<file path="src/rtl/core/hid_keyboard_mouse_report_builder_assert.svh">
// assertion helpers used by the report builder rtl (hkb_back)
`ifndef HID_KEYBOARD_MOUSE_REPORT_BUILDER_ASSERT_SVH
`define HID_KEYBOARD_MOUSE_REPORT_BUILDER_ASSERT_SVH

// condition holds at every clock edge out of reset
`define HKB_ASSERT(name, clk, rst_n, cond) \
  name: assert property (@(posedge clk) disable iff (!rst_n) (cond)) \
    else $error("hkb assertion failed");

// antecedent at one edge implies consequent at the next
`define HKB_IMPLY(name, clk, rst_n, ante, cons) \
  name: assert property (@(posedge clk) disable iff (!rst_n) (ante) |=> (cons)) \
    else $error("hkb implication failed");

`endif

</file>
<file path="src/rtl/core/hkb_pkg.sv">
`default_nettype none

package hkb_pkg;

  localparam int SlotCount = 6;
  localparam int SlotIdxW  = $clog2(SlotCount);

  localparam logic [7:0] ModFirst = 8'hE0;
  localparam logic [7:0] ModLast  = 8'hE7;
  localparam logic [7:0] NoKey    = 8'h00;

  typedef enum logic [2:0] {
    CMD_KEY    = 3'd0,
    CMD_MOVE   = 3'd1,
    CMD_WHEEL  = 3'd2,
    CMD_BUTTON = 3'd3
  } cmd_e;

  typedef enum logic [2:0] {
    OP_MOD,
    OP_KEY,
    OP_MOVE,
    OP_WHEEL,
    OP_BUTTON
  } op_e;

  typedef struct packed {
    op_e        op;
    logic [7:0] key_code;
    logic       pressed;
    logic [7:0] mask;
    logic [7:0] dx;
    logic [7:0] dy;
    logic [7:0] wh;
  } op_t;

  typedef logic [SlotCount-1:0][7:0] slots_t;

  typedef struct packed {
    logic            is_mouse;
    logic [7:0][7:0] bytes;
  } rpt_t;

endpackage

`default_nettype wire

</file>
<file path="src/rtl/core/hkb_front.sv">
`default_nettype none

module hkb_front (
  input  wire logic         s_axis_tvalid,
  output logic              s_axis_tready,
  input  wire logic [39:0]  s_axis_tdata,
  input  wire logic [2:0]   s_axis_tuser,
  input  wire logic         q_ready_i,
  output logic              q_push_o,
  output hkb_pkg::op_t      q_data_o
);
  import hkb_pkg::*;

  cmd_e       cmd;
  logic [7:0] code;
  logic       keep;

  assign cmd  = cmd_e'(s_axis_tuser);
  assign code = s_axis_tdata[7:0];

  always_comb begin
    q_data_o.op       = OP_KEY;
    q_data_o.key_code = code;
    q_data_o.pressed  = s_axis_tdata[8];
    q_data_o.mask     = 8'h00;
    q_data_o.dx       = s_axis_tdata[19:12];
    q_data_o.dy       = s_axis_tdata[27:20];
    q_data_o.wh       = s_axis_tdata[35:28];
    keep              = 1'b0;
    case (cmd)
      CMD_KEY: begin
        keep = (code != NoKey);
        if (code inside {[ModFirst:ModLast]}) begin
          q_data_o.op   = OP_MOD;
          q_data_o.mask = 8'h01 << code[2:0];
        end
      end
      CMD_MOVE: begin
        q_data_o.op = OP_MOVE;
        keep        = (s_axis_tdata[19:12] != 8'h00) || (s_axis_tdata[27:20] != 8'h00);
      end
      CMD_WHEEL: begin
        q_data_o.op = OP_WHEEL;
        keep        = (s_axis_tdata[35:28] != 8'h00);
      end
      CMD_BUTTON: begin
        q_data_o.op   = OP_BUTTON;
        q_data_o.mask = 8'h01 << s_axis_tdata[11:9];
        keep          = 1'b1;
      end
      default: begin
        keep = 1'b0;
      end
    endcase
  end

  // dropped events are taken and discarded here
  assign s_axis_tready = q_ready_i;
  assign q_push_o      = s_axis_tvalid && q_ready_i && keep;

endmodule

`default_nettype wire

</file>
<file path="src/rtl/core/hkb_fifo.sv">
`default_nettype none

module hkb_fifo (
  input  wire logic         clk_i,
  input  wire logic         rst_ni,
  input  wire logic         push_i,
  input  wire hkb_pkg::op_t data_i,
  output logic              ready_o,
  input  wire logic         pop_i,
  output logic              valid_o,
  output hkb_pkg::op_t      data_o
);
  import hkb_pkg::*;

  op_t        entries_q [2];
  logic       wr_ptr_q, wr_ptr_d;
  logic       rd_ptr_q, rd_ptr_d;
  logic [1:0] count_q, count_d;
  logic       do_push, do_pop;

  assign ready_o = (count_q != 2'd2);
  assign valid_o = (count_q != 2'd0);
  assign data_o  = entries_q[rd_ptr_q];
  assign do_push = push_i && ready_o;
  assign do_pop  = pop_i && valid_o;

  always_comb begin
    wr_ptr_d = do_push ? ~wr_ptr_q : wr_ptr_q;
    rd_ptr_d = do_pop ? ~rd_ptr_q : rd_ptr_q;
    count_d  = count_q;
    if (do_push && !do_pop) begin
      count_d = count_q + 2'd1;
    end else if (do_pop && !do_push) begin
      count_d = count_q - 2'd1;
    end
  end

  always_ff @(posedge clk_i or negedge rst_ni) begin
    if (!rst_ni) begin
      wr_ptr_q <= 1'b0;
      rd_ptr_q <= 1'b0;
      count_q  <= 2'd0;
    end else begin
      wr_ptr_q <= wr_ptr_d;
      rd_ptr_q <= rd_ptr_d;
      count_q  <= count_d;
    end
  end

  always_ff @(posedge clk_i) begin
    if (do_push) begin
      entries_q[wr_ptr_q] <= data_i;
    end
  end

endmodule

`default_nettype wire

</file>
<file path="src/rtl/core/hkb_back.sv">
`default_nettype none
`include "hid_keyboard_mouse_report_builder_assert.svh"

module hkb_back (
  input  wire logic         clk_i,
  input  wire logic         rst_ni,
  input  wire logic         q_valid_i,
  input  wire hkb_pkg::op_t q_data_i,
  output logic              q_pop_o,
  output logic              m_axis_tvalid,
  input  wire logic         m_axis_tready,
  output logic [63:0]       m_axis_tdata,
  output logic [0:0]        m_axis_tuser
);
  import hkb_pkg::*;

  logic [7:0]          mod_q, mod_d;
  logic [7:0]          btn_q, btn_d;
  slots_t              slots_q, slots_d;
  rpt_t                rpt_q, rpt_d;
  logic                out_valid_q, out_valid_d;
  logic                emit;
  logic                empty_found, match_found;
  logic [SlotIdxW-1:0] empty_idx, match_idx;

  function automatic logic slots_unique(slots_t s);
    logic ok;
    ok = 1'b1;
    for (int a = 0; a < SlotCount; a++) begin
      for (int b = a + 1; b < SlotCount; b++) begin
        if (s[a] != NoKey && s[a] == s[b]) begin
          ok = 1'b0;
        end
      end
    end
    return ok;
  endfunction

  assign q_pop_o = q_valid_i && (!out_valid_q || m_axis_tready);

  // first empty slot and first slot holding the key
  always_comb begin
    empty_found = 1'b0;
    match_found = 1'b0;
    empty_idx   = '0;
    match_idx   = '0;
    for (int j = 0; j < SlotCount; j++) begin
      if (!empty_found && slots_q[j] == NoKey) begin
        empty_found = 1'b1;
        empty_idx   = SlotIdxW'(j);
      end
      if (!match_found && slots_q[j] == q_data_i.key_code) begin
        match_found = 1'b1;
        match_idx   = SlotIdxW'(j);
      end
    end
  end

  always_comb begin
    mod_d   = mod_q;
    btn_d   = btn_q;
    slots_d = slots_q;
    emit    = 1'b0;
    if (q_pop_o) begin
      case (q_data_i.op)
        OP_MOD: begin
          mod_d = q_data_i.pressed ? (mod_q | q_data_i.mask) : (mod_q & ~q_data_i.mask);
          emit  = (mod_d != mod_q);
        end
        OP_KEY: begin
          if (q_data_i.pressed) begin
            if (!match_found && empty_found) begin
              slots_d[empty_idx] = q_data_i.key_code;
              emit               = 1'b1;
            end
          end else if (match_found) begin
            slots_d[match_idx] = NoKey;
            emit               = 1'b1;
          end
        end
        OP_MOVE, OP_WHEEL: begin
          emit = 1'b1;
        end
        OP_BUTTON: begin
          btn_d = q_data_i.pressed ? (btn_q | q_data_i.mask) : (btn_q & ~q_data_i.mask);
          emit  = (btn_d != btn_q);
        end
        default: begin
          emit = 1'b0;
        end
      endcase
    end
  end

  // report packing
  always_comb begin
    rpt_d.is_mouse = 1'b1;
    rpt_d.bytes    = '0;
    rpt_d.bytes[0] = btn_d;
    case (q_data_i.op)
      OP_MOD, OP_KEY: begin
        rpt_d.is_mouse = 1'b0;
        rpt_d.bytes[0] = mod_d;
        for (int j = 0; j < SlotCount; j++) begin
          rpt_d.bytes[j + 2] = slots_d[j];
        end
      end
      OP_MOVE: begin
        rpt_d.bytes[1] = q_data_i.dx;
        rpt_d.bytes[2] = q_data_i.dy;
      end
      OP_WHEEL: begin
        rpt_d.bytes[3] = q_data_i.wh;
      end
      default: begin
        rpt_d.bytes[1] = 8'h00;
      end
    endcase
  end

  always_comb begin
    out_valid_d = out_valid_q;
    if (q_pop_o) begin
      out_valid_d = emit;
    end else if (m_axis_tready) begin
      out_valid_d = 1'b0;
    end
  end

  always_ff @(posedge clk_i or negedge rst_ni) begin
    if (!rst_ni) begin
      mod_q       <= 8'h00;
      btn_q       <= 8'h00;
      slots_q     <= '0;
      out_valid_q <= 1'b0;
    end else begin
      mod_q       <= mod_d;
      btn_q       <= btn_d;
      slots_q     <= slots_d;
      out_valid_q <= out_valid_d;
    end
  end

  always_ff @(posedge clk_i) begin
    if (q_pop_o && emit) begin
      rpt_q <= rpt_d;
    end
  end

  assign m_axis_tvalid = out_valid_q;
  assign m_axis_tdata  = rpt_q.bytes;
  assign m_axis_tuser  = rpt_q.is_mouse;

  `HKB_ASSERT(a_slots_unique, clk_i, rst_ni, slots_unique(slots_q))
  `HKB_ASSERT(a_kbd_reserved, clk_i, rst_ni, !(out_valid_q && !rpt_q.is_mouse) || rpt_q.bytes[1] == 8'h00)
  `HKB_ASSERT(a_mouse_tail, clk_i, rst_ni, !(out_valid_q && rpt_q.is_mouse) || rpt_q.bytes[7:4] == 32'h0)
  `HKB_IMPLY(a_emit_shows, clk_i, rst_ni, q_pop_o && emit, out_valid_q)

endmodule

`default_nettype wire

</file>
<file path="src/rtl/core/hid_keyboard_mouse_report_builder.sv">
`default_nettype none

// HID boot keyboard (six key slots) and relative mouse report builder. Each
// request on the slave side is one event; an 8-byte keyboard or 4-byte mouse
// report (padded to 8 bytes) goes out only when the held state changes or the
// motion is nonzero. Events are classified on entry, dropped ones are taken and
// discarded, and the rest go through a two-entry queue to the state unit. The
// state unit handles one event per cycle while the output is free or drained
// (the six-slot search is done in that cycle) and registers the report, which
// is presented once its event leaves the queue; events can be taken at one per
// cycle while the output is drained.
module hid_keyboard_mouse_report_builder (
  input  wire logic        clk_i,
  input  wire logic        rst_ni,
  input  wire logic        s_axis_tvalid,
  output logic             s_axis_tready,
  // key_code[7:0] pressed[8] button_index[11:9] move_x[19:12] move_y[27:20]
  // wheel_steps[35:28] zero[39:36]
  input  wire logic [39:0] s_axis_tdata,
  // cmd[2:0]
  input  wire logic [2:0]  s_axis_tuser,
  output logic             m_axis_tvalid,
  input  wire logic        m_axis_tready,
  // byte0[7:0] byte1[15:8] byte2[23:16] byte3[31:24] byte4[39:32]
  // byte5[47:40] byte6[55:48] byte7[63:56]
  output logic [63:0]      m_axis_tdata,
  // report_is_mouse[0]
  output logic [0:0]       m_axis_tuser
);
  import hkb_pkg::*;

  logic q_ready, q_push, q_valid, q_pop;
  op_t  q_in, q_out;

  hkb_front u_front (
    .s_axis_tvalid (s_axis_tvalid),
    .s_axis_tready (s_axis_tready),
    .s_axis_tdata  (s_axis_tdata),
    .s_axis_tuser  (s_axis_tuser),
    .q_ready_i     (q_ready),
    .q_push_o      (q_push),
    .q_data_o      (q_in)
  );

  hkb_fifo u_fifo (
    .clk_i   (clk_i),
    .rst_ni  (rst_ni),
    .push_i  (q_push),
    .data_i  (q_in),
    .ready_o (q_ready),
    .pop_i   (q_pop),
    .valid_o (q_valid),
    .data_o  (q_out)
  );

  hkb_back u_back (
    .clk_i         (clk_i),
    .rst_ni        (rst_ni),
    .q_valid_i     (q_valid),
    .q_data_i      (q_out),
    .q_pop_o       (q_pop),
    .m_axis_tvalid (m_axis_tvalid),
    .m_axis_tready (m_axis_tready),
    .m_axis_tdata  (m_axis_tdata),
    .m_axis_tuser  (m_axis_tuser)
  );

endmodule

`default_nettype wire

</file>
<file path="config.mk">
export PLATFORM = sky130hd
export DESIGN_NAME = hid_keyboard_mouse_report_builder
export DESIGN_NICKNAME = d
export VERILOG_FILES = /design/src/rtl/core/hkb_pkg.sv /design/src/rtl/core/hkb_front.sv /design/src/rtl/core/hkb_fifo.sv /design/src/rtl/core/hkb_back.sv /design/src/rtl/core/hid_keyboard_mouse_report_builder.sv
export VERILOG_INCLUDE_DIRS = /design/src /design/src/rtl/core
export SDC_FILE = /design/constraint.sdc
export NUM_CORES = 1
export LEC_CHECK = 0
export ABC_AREA = 1
export BUFFER_PORTS_ARGS = -buffer_cell sky130_fd_sc_hd__buf_4
export CORE_MARGIN = 10
export CORE_UTILIZATION = 45
export CTS_CLUSTER_DIAMETER = 80
export DETAILED_ROUTE_END_ITERATION = 16
export HOLD_SLACK_MARGIN = 0.12
export SYNTH_ARGS = -nofsm -noshare
export SYNTH_HDL_FRONTEND = slang
export SYNTH_SLANG_ARGS = --single-unit
</file>
<file path="constraint.sdc">
create_clock -name clk_i -period 4.88 [get_ports clk_i]
set_input_delay 1.22 -clock clk_i [delete_from_list [all_inputs] [get_ports clk_i]]
set_output_delay 1.22 -clock clk_i [all_outputs]
set_load 0.005 [all_outputs]
</file>
# Word level (Yosys, flattened, before mapping)
# Memory sizes are Yosys's and may differ from the RTL's.
# Cells that the tools add are included.
[op_classes] n_bitwise=9 n_lt_le_gt_ge=6 addsub=2 n_shift=2 eq_ne=16 mux=58 n_reduce_logical=55
[ops] cell="2-to-1 mux 48 bit" count=5
[ops] cell="2-to-1 mux 8 bit" count=10
[ops] cell="AND 48 bit" count=1
[ops] cell="bitwise mux 48 bit" count=1
[ops] cell="demux 8 bit (select 3 bit)" count=2
[ops] cell="== test 8 bit" count=6
[ops] cell="zero test 8 bit" count=6
[ops] cell="inverter 48 bit" count=1
[ops] cell="one-hot mux 8 bit (2 select lines)" count=3
[ops] cell="2-to-1 mux 33 bit" count=1
[ops] cell="nonzero test 8 bit" count=4
[ops] cell="2-to-1 mux 1 bit" count=23
[ops] cell="logical AND 1 bit" count=22
[ops] cell="AND 8 bit" count=2
[ops] cell="!= test 8 bit" count=2
[ops] cell="bitwise OR 8 bit" count=2
[ops] cell="<< shifter 1 x 3 -> 8 bit, first input constant" count=2
[ops] cell="zero test 1 bit" count=14
[ops] cell="== test 3 x 2 -> 1 bit, second input constant" count=4
[ops] cell="2-to-1 mux 2 bit" count=6
[ops] cell="2-to-1 mux 3 bit" count=4
[ops] cell="one-hot mux 3 bit (4 select lines)" count=1
[ops] cell="greater-or-equal comparator 8 bit, second input constant" count=1
[ops] cell="less-or-equal comparator 8 bit, second input constant" count=1
[ops] cell="14 further kinds" count=24
[word_totals] mem_bits_rw=88 regBits=134 word_cells=170 output_inout_bits=67 inputBits=47 memories=1
[mem_list] memory="u_fifo.entries_q" words=2 word_bits=44 read_ports=1 rd_clocked_by_memory_dff=0 write_ports=1 line="hkb_fifo.sv:15" text="op_t entries_q [2];"

# Depth between registers and ports, before layout
# Gate-level depths: netlist (run 1).
# An unclocked memory read counts as a cell.
[logic_depth] word_depth=29 mapped_depth=23 depth_no_buf=19

# Hierarchy
# A second synthesis (run 1) with hierarchy kept.
[unflattened] cells_unflattened=1464 hier_area_um2=12239.2
[by_module_without_submodules] module="hkb_back" seq_area_each_um2=3578.4 cells_per_inst=1092 area_per_inst_um2=8111.5 instances=1
[by_module_without_submodules] module="hkb_fifo" seq_area_each_um2=2742.6 cells_per_inst=258 area_per_inst_um2=3484.6 instances=1
[by_module_without_submodules] module="hkb_front" seq_area_each_um2=0.0 cells_per_inst=114 area_per_inst_um2=643.1 instances=1

# Least setup slack after synthesis (run 1)
# OpenSTA, ideal clock, no wires.
[synth_path] path_kind="input -> register" start="input s_axis_tuser[1]" end="memory u_fifo.entries_q[1][0] (netlist name) (enable)" path_buffers=0 slack_ns=0.700 t_required_ns=4.433 arrival_ns=3.733 stages=7 setup_ns=0.447 path_cell_list="nor2_1 inv_1 nor2_1 nand2_1 nand3_1 nand3_1 nor2_1"
[synth_via] elab_chain_cells=6 elab_cells_between_ends=9 classes_between="eq/ne: 3; mux: 3; reduce/logical: 3"
[synth_rtl] element="start, declared" line="hid_keyboard_mouse_report_builder.sv:21" text="input wire logic [2:0] s_axis_tuser,"
[synth_rtl] element="== test 3 x 2 -> 1 bit (tied with other cells)" line="hkb_front.sv:30" text="case (cmd)"
[synth_rtl] element="one-hot mux 1 bit (4 select lines) *" line="hkb_front.sv:30"
[synth_rtl] element="logical AND 1 bit *" line="hkb_front.sv:59" text="assign q_push_o = s_axis_tvalid && q_ready_i && keep;"
[synth_rtl] element="logical AND 1 bit *" line="hkb_fifo.sv:24" text="assign do_push = push_i && ready_o;"
[synth_rtl] element="2-to-1 mux 1 bit *" line="hkb_fifo.sv:51" text="if (do_push) begin"
[synth_rtl] element="2-to-1 mux 1 bit (not written as such) *" line="hkb_fifo.sv:52" text="entries_q[wr_ptr_q] <= data_i;"
[synth_rtl] element="end, declared" line="hkb_fifo.sv:15"
# Every way passes the cells marked *; elsewhere a longest branch is shown, timed or not.

# Worst setup path after layout (run 1)
[layout_path] start="register u_fifo.rd_ptr_q" end="register u_back.rpt_q (netlist bit u_back.m_axis_tdata[48]) (enable)"
[layout_via] elab_chain_cells=25 elab_cells_between_ends=46 classes_between="eq/ne: 12; mux: 13; bitwise: 5; reduce/logical: 15; memory: 1"
[layout_rtl] element="start, declared" line="hkb_fifo.sv:17" text="logic rd_ptr_q, rd_ptr_d;"
[layout_rtl] element="start signal, assigned" line="hkb_fifo.sv:45" text="rd_ptr_q <= rd_ptr_d;"
[layout_rtl] element="memory (2 x 44 bit) *"
[layout_rtl] element="== test 8 bit" line="hkb_back.sv:52" text="if (!match_found && slots_q[j] == q_data_i.key_code) begin"
[layout_rtl] element="2-to-1 mux 1 bit" line="hkb_back.sv:52"
[layout_rtl] element="zero test 1 bit" line="hkb_back.sv:52"
[layout_rtl] element="logical AND 1 bit" line="hkb_back.sv:52"
[layout_rtl] element="2-to-1 mux 1 bit" line="hkb_back.sv:52"
[layout_rtl] element="zero test 1 bit" line="hkb_back.sv:52"
[layout_rtl] element="logical AND 1 bit" line="hkb_back.sv:52"
[layout_rtl] element="(+9 left out)"
[layout_rtl] element="2-to-1 mux 1 bit" line="hkb_back.sv:52"
[layout_rtl] element="zero test 1 bit" line="hkb_back.sv:72" text="if (!match_found && empty_found) begin"
[layout_rtl] element="logical AND 1 bit" line="hkb_back.sv:72"
[layout_rtl] element="2-to-1 mux 1 bit" line="hkb_back.sv:72"
[layout_rtl] element="2-to-1 mux 1 bit" line="hkb_back.sv:71" text="if (q_data_i.pressed) begin"
[layout_rtl] element="one-hot mux 1 bit (4 select lines) *" line="hkb_back.sv:65" text="case (q_data_i.op)"
[layout_rtl] element="2-to-1 mux 1 bit *" line="hkb_back.sv:64" text="if (q_pop_o) begin"
[layout_rtl] element="logical AND 1 bit *" line="hkb_back.sv:145" text="if (q_pop_o && emit) begin"
[layout_rtl] element="end signal, assigned" line="hkb_back.sv:146" text="rpt_q <= rpt_d;"
[layout_rtl] element="end, declared" line="hkb_back.sv:20" text="rpt_t rpt_q, rpt_d;"
# Marks and branches as above.
# A chain may end at the register's enable or synchronous reset.

==> metrics, run 1 <==
first-pass GRT wire length 50.5 mm; most used flip-flop cell after synthesis edfxtp_1; critical path peak fanout 52; CP Data Required Time 5.05 ns; Max Freq 272 MHz; H-tree lvl count 1; Pins Over Slew Limit 0; yosys warns 0; Synth Instances 1524; crit path time final 3.67 ns; final worst slack 1.21 ns; drt first pass iters 5; pin count of the biggest net entering global routing 70; clk sinks 222; Vias 10027; DRT iter0 DRCs 818; Tcrit/Tclk final 75.3%; Clock Root Buffer clkbuf_16; # hold bufs at CTS 0; ant diodes 0; CTS tree done; Leak Pwr 6.53 nW; vias in the first global route 9412; crit end category flop; synth-to-layout area growth 15.0%; ratio of total power to cell area 624 nW/um2; Die Y 183 um; DRC 0; synthesized area per cell 7.89 um2; status complete, no violations; CTS resizes 0; antenna violations before repair 0; Worst EP arrival 3.85 ns; HPWL Detailed 21.3 mm; Core Box Area 26200 um2; max incr delay on CP 0.57 ns; design area 13800 um2; worst hold path class flop to flop; syn nets 1572; slew at the pin with the worst max-slew slack 1.16 ns; DR WL/cell 16.1 um; post-synthesis sequential area ratio 52.6%; # Post-CTS Setup Buffers 0; Post-synth EDFFs 153; Via density 5.09; die area 33700 um2; gr ovfl total 0; clock buffer depth 3; most used cell, CP nand2_1; Worst-path clk slew 0.06 ns; WL final 31.7 mm; number of I/O pins 114; Final Hold Vio Count 0; Setup-failing EPs final 0; Row Count 59; Placer Congestion 0.904; Num CTS Buffers 25; Synth cell types 41; post-route total power 0.00863 W; Synth Register Bits 222; Final nets 1665; total track usage 18.6%; critical path class flop to flop; worst vdd ir 417 uV; layout cells sized above 1 11.5%; Port-buffer cells 109; slowest CP cell dfrtp_2; Place WS 1.08 ns; CP cell instances inv_6 > nand2_2 > nand2_1 > nand2_1 > nand3_1 > nor2_1 > nand2_4 > nand2_1 > nor2_2 > nand4_2 > nand2_1 > nand3_1 > nand2_1 > nand2_1 > inv_2 > buf_4; Clock Latency Late Sink 0.54 ns; Relative slew margins 21.8%; post-place instance area 13100 um2; ys async rst share 31.1%; initial core utilization 45.9%; mapped cell area 12000 um2; Max-cap violations 0; RSZ-0062 raised after global routing no; DRT antenna net count 0; Die W 183 um; Hold Worst Slack 0.484 ns; Setup crit start kind flop; Worst Skew 0.0134 ns; setup total negative slack 0 ns
## power by group
part / switching, W / internal, W / total, W
clock: 0.000783 / 0.00102 / 0.00180
sequential: 0.000360 / 0.00281 / 0.00317
combinational: 0.00242 / 0.00124 / 0.00366
total: 0.00356 / 0.00507 / 0.00863
## worst paths after layout
check,from,end,slack (ns),cells after the start
min in group asynchronous,rst_ni,u_back.slots_q[19],0.85,1
setup / recovery,u_fifo.rd_ptr_q,u_back.m_axis_tdata[48],1.21,16
hold / removal,u_fifo.count_q[0],u_fifo.count_q[0],0.48,1
max in group asynchronous,rst_ni,u_fifo.rd_ptr_q,3.36,1
setup reg to reg,u_fifo.rd_ptr_q,u_back.m_axis_tdata[48],1.21,16
hold reg to reg,u_fifo.count_q[0],u_fifo.count_q[0],0.48,1
## cell families (layout without fill, tap and decap cells)
family / Yosys count / after routing / synth area share [%]
flip-flops: 222 / 222 / 52.6
adder cells (fa/ha/maj): 1 / 1 / 0.104
AO/OA/AOI/OAI: 162 / 162 / 7.57
AND/OR/NAND/NOR: 881 / 881 / 30.0
XOR/XNOR: 17 / 17 / 1.24
buffers and inverters: 241 / 353 / 8.49
## routing by layer
| layer | share of wire (%) | routed length (um) | track usage [%] | vias to the layer above |
|---|---|---|---|---|
| li1 | - | - | - | 5101 |
| met1 | 45 | 14200 | 24.6 | 4548 |
| met2 | 46 | 14500 | 30.7 | 330 |
| met3 | 7.1 | 2240 | 3.68 | 48 |
| met4 | 2.3 | 733 | 4.95 | 0 |
| met5 | 0 | 0 | 0 | - |
## placed cells by master (no fill, tap or decap), types with 4 or more instances in the layout
cell type  Yosys  final
nand2_2        9     10
nand2_1      621    620
nor3_1         7      7
a21boi_0       4      4
a31oi_1       30     30
dfrtp_1       69     68
xor2_1        16     16
inv_1        182    181
nand3_1       93     93
clkinv_1       0      4
nor2_1       101     99
clkbuf_1      20      4
edfxtp_1     153    153
inv_2          3      4
o21ai_0       68     68
a21oi_1       22     22
o22ai_1        4      4
nand4_1       28     28
clkinv_2       0      7
nor4_1         6      6
clkbuf_16      0     25
o21ai_1       17     17
buf_4          3    121
a21boi_1      12     12
## layout make-up
| cell class | count | area, um2 |
|---|---|---|
| repair buffers | 121 | 908 |
| multi-input cells | 1061 | 4700 |
| clock inverters | 16 | 125 |
| flip-flops and latches | 222 | 6320 |
| clock buffers | 30 | 654 |
| inverters | 186 | 703 |
| fillers | 2492 | 12400 |
| well taps | 335 | 419 |
## per-stage QoR
step           std cells  utilization (%)
6_report            1971             52.8
5_1_grt             1971             52.8
4_1_cts             1971             52.8
3_5_place_dp        1925             49.8
2_1_floorplan       1524                -
3_3_place_gp        1925             49.8
## flip-flops by register name (all words and copies together), names as in the netlist
register / flops
u_fifo.wr_ptr_q: 1
u_back.btn_q: 8
u_back.m_axis_tvalid: 1
u_fifo.entries_q: 88
u_back.mod_q: 8
u_back.m_axis_tuser: 1
u_back.m_axis_tdata: 64
u_back.slots_q: 48
u_fifo.rd_ptr_q: 1
u_fifo.count_q: 2
## worst max-delay path, delay by kind of cell (launching register included)
family / cells / cell delay, ns
and+or+nand+nor: 13 / 1.82
buffers and inverters: 3 / 0.86
DFF: 1 / 0.57
## Yosys cell counts (11+ instances only)
library cell | n | share of area, %
nand4_1 | 28 | 1.5
buf_6 | 11 | 1.0
o21ai_0 | 68 | 2.8
o21ai_1 | 17 | 0.71
nor2_1 | 101 | 3.2
dfrtp_1 | 69 | 14
inv_1 | 182 | 5.7
clkbuf_1 | 20 | 0.62
buf_2 | 14 | 0.58
edfxtp_1 | 153 | 38
xor2_1 | 16 | 1.2
a31oi_1 | 30 | 1.6
a21boi_1 | 12 | 0.75
nand2_1 | 621 | 19
nand3_1 | 93 | 3.9
a21oi_1 | 22 | 0.92
(Power assumes the default switching activity.)
==> run 2, diff against run 1 <==
- PLACE_DENSITY: default -> 0.66
- clock period: 4.88 -> 3 ns (I/O delays scaled with it)
==> run 2 against run 1 <==
Flip-flop and latch count did not move. Maximum frequency rose by 28%. Final cell count rose by 2.3%. Sequential share of layout area fell by 2.1 points. Critical path depth rose by 2. Combinational power rose by 85%. Total power rose by 75%. Global-route usage rose by 0.092 points. Die area did not move. Non-clock buffer count rose by 44. Hold slack got worse by 0.32 ns. Clock power rose by 77%.
==> metrics, run 2 (synthesis results as in run 1) <==
status complete, no violations; post-route total power 0.0151 W; most frequent cells in the layout nand2_1 (608), inv_1 (181), edfxtp_1 (153); crit end category flop; Biggest register u_fifo.entries_q; ratio of total power to cell area 1040 nW/um2; CP cell instances buf_4 > inv_4 > nand2_1 > nand2_2 > buf_4 > nand2_1 > nand2_1 > nor2_1 > nand2_1 > nor2_1 > nor2_2 > nand3_1 > nor2_2 > buf_4 > nand2_1 > nand2_1 > nand3_1 > a21oi_1; most used cell, CP nand2_1; design area 14500 um2; Max Freq 349 MHz; Max-cap violations 0; Setup crit start kind flop; vias in the first global route 9813; total track usage 18.7%; CTS tree done; number of I/O pins 114; Clock Latency Late Sink 0.55 ns; Clock Root Buffer clkbuf_16; fillcell total 2398; clk sinks 222; critical path class flop to flop; Tcrit/Tclk final 95.5%; slowest CP cell dfrtp_2; DRT iter0 DRCs 872; drt first pass iters 5; final worst slack 0.135 ns; crit path time final 2.86 ns; layout cells sized above 1 15.2%; most common cell after layout, fill and taps aside nand2_1; Relative slew margins 45.9%; ant diodes 0; first-pass GRT wire length 51.3 mm; Pins Over Slew Limit 0; Worst EP arrival 3.20 ns; max incr delay on CP 0.49 ns; Placer Congestion 0.906; DRT antenna net count 0; critical path peak fanout 19; Core Box Area 26200 um2; Die Y 183 um; WP buf/inv 4; Place WS 0.00455 ns; worst vdd ir 682 uV; Final nets 1710; Die W 183 um; synth-to-layout area growth 20.7%; WL final 32.8 mm; DRC 0; H-tree lvl count 1; CP Data Required Time 3.34 ns; Worst Skew 0.00983 ns; Num CTS Buffers 25; Row Count 59; Port-buffer cells 109; antenna violations before repair 0; Vias 10417; Worst-path clk slew 0.06 ns; Setup-failing EPs final 0; Final Hold Vio Count 0; die area 33700 um2; pin count of the biggest net entering global routing 51; gr ovfl total 0; worst hold path class input port to async pin; Top delay family on crit path simple AND/OR/NAND/NOR gates; HPWL Detailed 22.3 mm; number of flip-flops in the largest register 88; Leak Pwr 6.85 nW; post-place instance area 13400 um2; clock buffer depth 3; # hold bufs at CTS 0; Via density 5.17; DR WL/cell 16.3 um; slew at the pin with the worst max-slew slack 0.809 ns; initial core utilization 45.9%
[run 2: cell types whose count changed in the layout (fill, tap and decap cells not counted), moves of 7 or more]
| cell | delta |
|---|---|
| buf_4 | +28 |
| nand2_1 | -12 |
| buf_12 | +9 |
| nand2_4 | +8 |
| o21ai_0 | -7 |
| o21ai_1 | +7 |
[run 2: worst register-to-register path: cells and delay by family, from the launching register on]
family / cells / cell delay (ns)
AO/OA/AOI/OAI: 1 / 0.28
buffers and inverters: 4 / 0.69
flip-flops: 1 / 0.49
AND/OR/NAND/NOR: 13 / 1.19
[run 2: layout make-up]
cell class,instances,area [um2],share of cell area [%]
Clock inverter,15,180,1.24
Sequential cell,222,6320,43.6
Inverter,186,712,4.91
Timing Repair Buffer,165,1400,9.67
Timing Repair inverter,1,6.26,0.0431
Clock buffer,31,678,4.67
Multi-Input combinational cell,1061,4790,33.0
Tap cell,335,419,2.89
[run 2: metrics by stage]
stage | util [%] | hold WS [ns] | instances | setup TNS [ns]
2_1_floorplan | - | 0.446 | 1524 | -14.51
3_3_place_gp | 51.3 | 0.462 | 1961 | 0
3_5_place_dp | 51.3 | 0.463 | 1961 | 0
4_1_cts | 54.6 | 0.161 | 2007 | 0
5_1_grt | 55.4 | 0.175 | 2016 | -0.0121
6_report | 55.4 | 0.162 | 2016 | 0
[run 2: worst paths after layout]
path / startpoint / to / slack [ns] / cells past startpoint
worst min register to register: u_fifo.count_q[0] / u_fifo.count_q[0] / 0.48 / 1
max in group asynchronous: rst_ni / u_fifo.rd_ptr_q / 2.21 / 2
worst min-delay path: rst_ni / u_back.m_axis_tvalid / 0.16 / 1
worst max-delay path: u_fifo.rd_ptr_q / u_back.m_axis_tdata[48] / 0.14 / 18
min in group clk_i: s_axis_tdata[8] / u_fifo.entries_q[0][32] / 0.39 / 1
worst max register to register: u_fifo.rd_ptr_q / u_back.m_axis_tdata[48] / 0.14 / 18
[run 2: power breakdown]
part / switching (W) / internal, W / leakage, nW / total [W]
Sequential: 0.000568 / 0.00456 / 2.17 / 0.00513
Clock: 0.00131 / 0.00188 / 0.420 / 0.00319
Combinational: 0.00422 / 0.00254 / 4.27 / 0.00677
Total: 0.00610 / 0.00899 / 6.85 / 0.0151
[run 2: what timing repair did]
item                                    4_1_cts  5_1_grt
setup buffers                                 0        5
gates cloned                                  0        4
resized for setup                             3       22
endpoints found under the setup margin       30      110
[run 2: routing by layer]
layer	vias to the layer above	track usage [%]	routed length [um]
li1	5194	-	-
met1	4824	24.7	14300
met2	348	30.4	15000
met3	51	4.43	2760
met4	0	4.59	767
met5	-	0	0
==> run 3, diff against run 2 <==
- CELL_PAD_IN_SITES_DETAIL_PLACEMENT: default -> 0
- CELL_PAD_IN_SITES_GLOBAL_PLACEMENT: default -> 1
- CORE_UTILIZATION: 45 -> 40
- PLACE_DENSITY: 0.66 -> default
- PLACE_DENSITY_LB_ADDON: default -> 0.1
==> run 3 against run 2 <==
Via count shrank 0.65%. Hold slack gained 0.028 ns. Critical endpoint is now u_back.m_axis_tdata[40]. First-iteration DRC count shrank 13%. Critical path depth is the same. Critical path type unchanged. Highest routed layer unchanged. Final cell count grew 4.4%. Worst setup slack lost 0.021 ns.
==> metrics, run 3 (synthesis results as in run 1) <==
status complete, no violations; drt first pass iters 5; DRT iter0 DRCs 759; initial core utilization 40.6%; antenna violations before repair 0; Num CTS Buffers 26; critical path peak fanout 8; Relative slew margins 40.7%; Die W 193 um; Final Hold Vio Count 0; DRC 0; Clock Latency Late Sink 0.54 ns; synth-to-layout area growth 24.4%; worst vdd ir 468 uV; most common cell after layout, fill and taps aside nand2_1; Vias 10349; WL final 35.2 mm; layout cells sized above 1 17.8%; Setup crit start kind flop; H-tree lvl count 1; reg2reg setup slack 0.11 ns; post-route total power 0.0157 W; ant diodes 0; Util after Layout 50.5%; # hold bufs at CTS 0; total track usage 17.6%; CP Data Required Time 3.25 ns; Clock Power Share 20.5%; combinational share of power 46.7%; DRT antenna net count 0; DR WL/cell 16.7 um; Worst Setup SP u_fifo.rd_ptr_q; Port-buffer cells 109; worst reg2reg path startpoint u_fifo.rd_ptr_q; fillcell total 2930; pin count of the biggest net entering global routing 41; HPWL Detailed 24.2 mm; setup total negative slack 0 ns; Clock Root Buffer clkbuf_16; clk sinks 222; Row Count 63; crit path time final 2.89 ns; multi-input combinational cell area 4860 um2; die area 37400 um2; number of I/O pins 114; number of flip-flops in the largest register 88; Worst-path clk slew 0.06 ns; Via density 4.92; slew at the pin with the worst max-slew slack 0.882 ns; Pins Over Slew Limit 0; gr ovfl total 0; Place WS -0.0278 ns; critical path class flop to flop; Biggest register u_fifo.entries_q; final worst slack 0.115 ns; Sequential Power Share 32.8%; crit end category flop; Leak Pwr 7.04 nW; Worst EP arrival 3.13 ns; clock buffer depth 3; Max Freq 347 MHz; Psw 0.00626 W; Net Sw Frac 40.0%; ratio of total power to cell area 1050 nW/um2; Final nets 1743; first-pass GRT wire length 53.9 mm; Setup-failing EPs final 0; vias in the first global route 9858; Worst Skew 0.0126 ns; Placer Congestion 0.848; register area 6320 um2; design area 15000 um2; most frequent cells in the layout nand2_1 (595), inv_1 (181), buf_4 (176); Die Y 193 um; Core Box Area 29600 um2; post-place instance area 13700 um2; Power Internal 0.00940 W; Tcrit/Tclk final 96.2%; worst hold path class input port to async pin; CTS tree done; Max-cap violations 0
[run 3: cell type report]
cell class | instances | area share, %
inverters | 186 | 4.72
well taps | 390 | 3.26
multi-input cells | 1062 | 32.5
clock buffers | 34 | 4.82
repair buffers | 197 | 11.4
clock inverters | 14 | 0.987
flip-flops and latches | 222 | 42.3
[run 3: critical path: stages (launching register included)]
cell        delay [ns]
dfrtp_2           0.47
clkinv_4          0.12
buf_8             0.16
nand2_1           0.13
nand2_4           0.13
buf_4             0.18
nand2_1           0.06
nand4_1           0.10
nor2_1            0.10
nand3_1           0.18
nand3_1           0.16
nor2_2            0.06
nand2_1           0.07
nand3_2           0.10
nand2_1           0.09
nand2_2           0.07
clkinvlp_4        0.09
buf_4             0.15
clkbuf_16         0.17
[run 3: stage by stage]
step	hold WS (ns)	instances
final	0.190	2105
after global routing	0.209	2105
after CTS	0.181	2084
after detailed placement	0.486	2034
after floorplan	0.446	1524
after global placement	0.460	2034
[run 3: power by group through the flow]
stage | logic [W] | registers (W) | clock network, W
2_1_floorplan | 0.00406 | 0.00511 | 0
3_3_place_gp | 0.00657 | 0.00519 | 0
3_5_place_dp | 0.00663 | 0.00519 | 0
4_1_cts | 0.00669 | 0.00515 | 0.00329
5_1_grt | 0.00824 | 0.00527 | 0.00342
6_report | 0.00731 | 0.00514 | 0.00321
[run 3: path summary, 6_finish.rpt]
kind,cells past startpoint,to
max,18,u_back.m_axis_tdata[40]
min,1,u_back.mod_q[1]
max reg2reg,18,u_back.m_axis_tdata[40]
min reg2reg,1,u_fifo.count_q[0]
max in group asynchronous,2,u_back.slots_q[39]
min in group clk_i,1,u_fifo.entries_q[1][32]
[run 3: repair_timing]
item | CTS | global route
cloned | 0 | 7
endpoints found under the setup margin | 68 | 115
pin swaps | 0 | 14
resized for setup | 2 | 59
endpoints found under the hold margin | 0 | 0
setup buffers | 2 | 14
[run 3: layer usage]
metal / global-route usage, % / vias to the layer above / share of wire (%)
met5: 0 / - / 0
met4: 4.15 / 0 / 2.0
met3: 3.41 / 48 / 5.9
met2: 28.2 / 252 / 45
met1: 24.0 / 4785 / 47
li1: - / 5264 / -
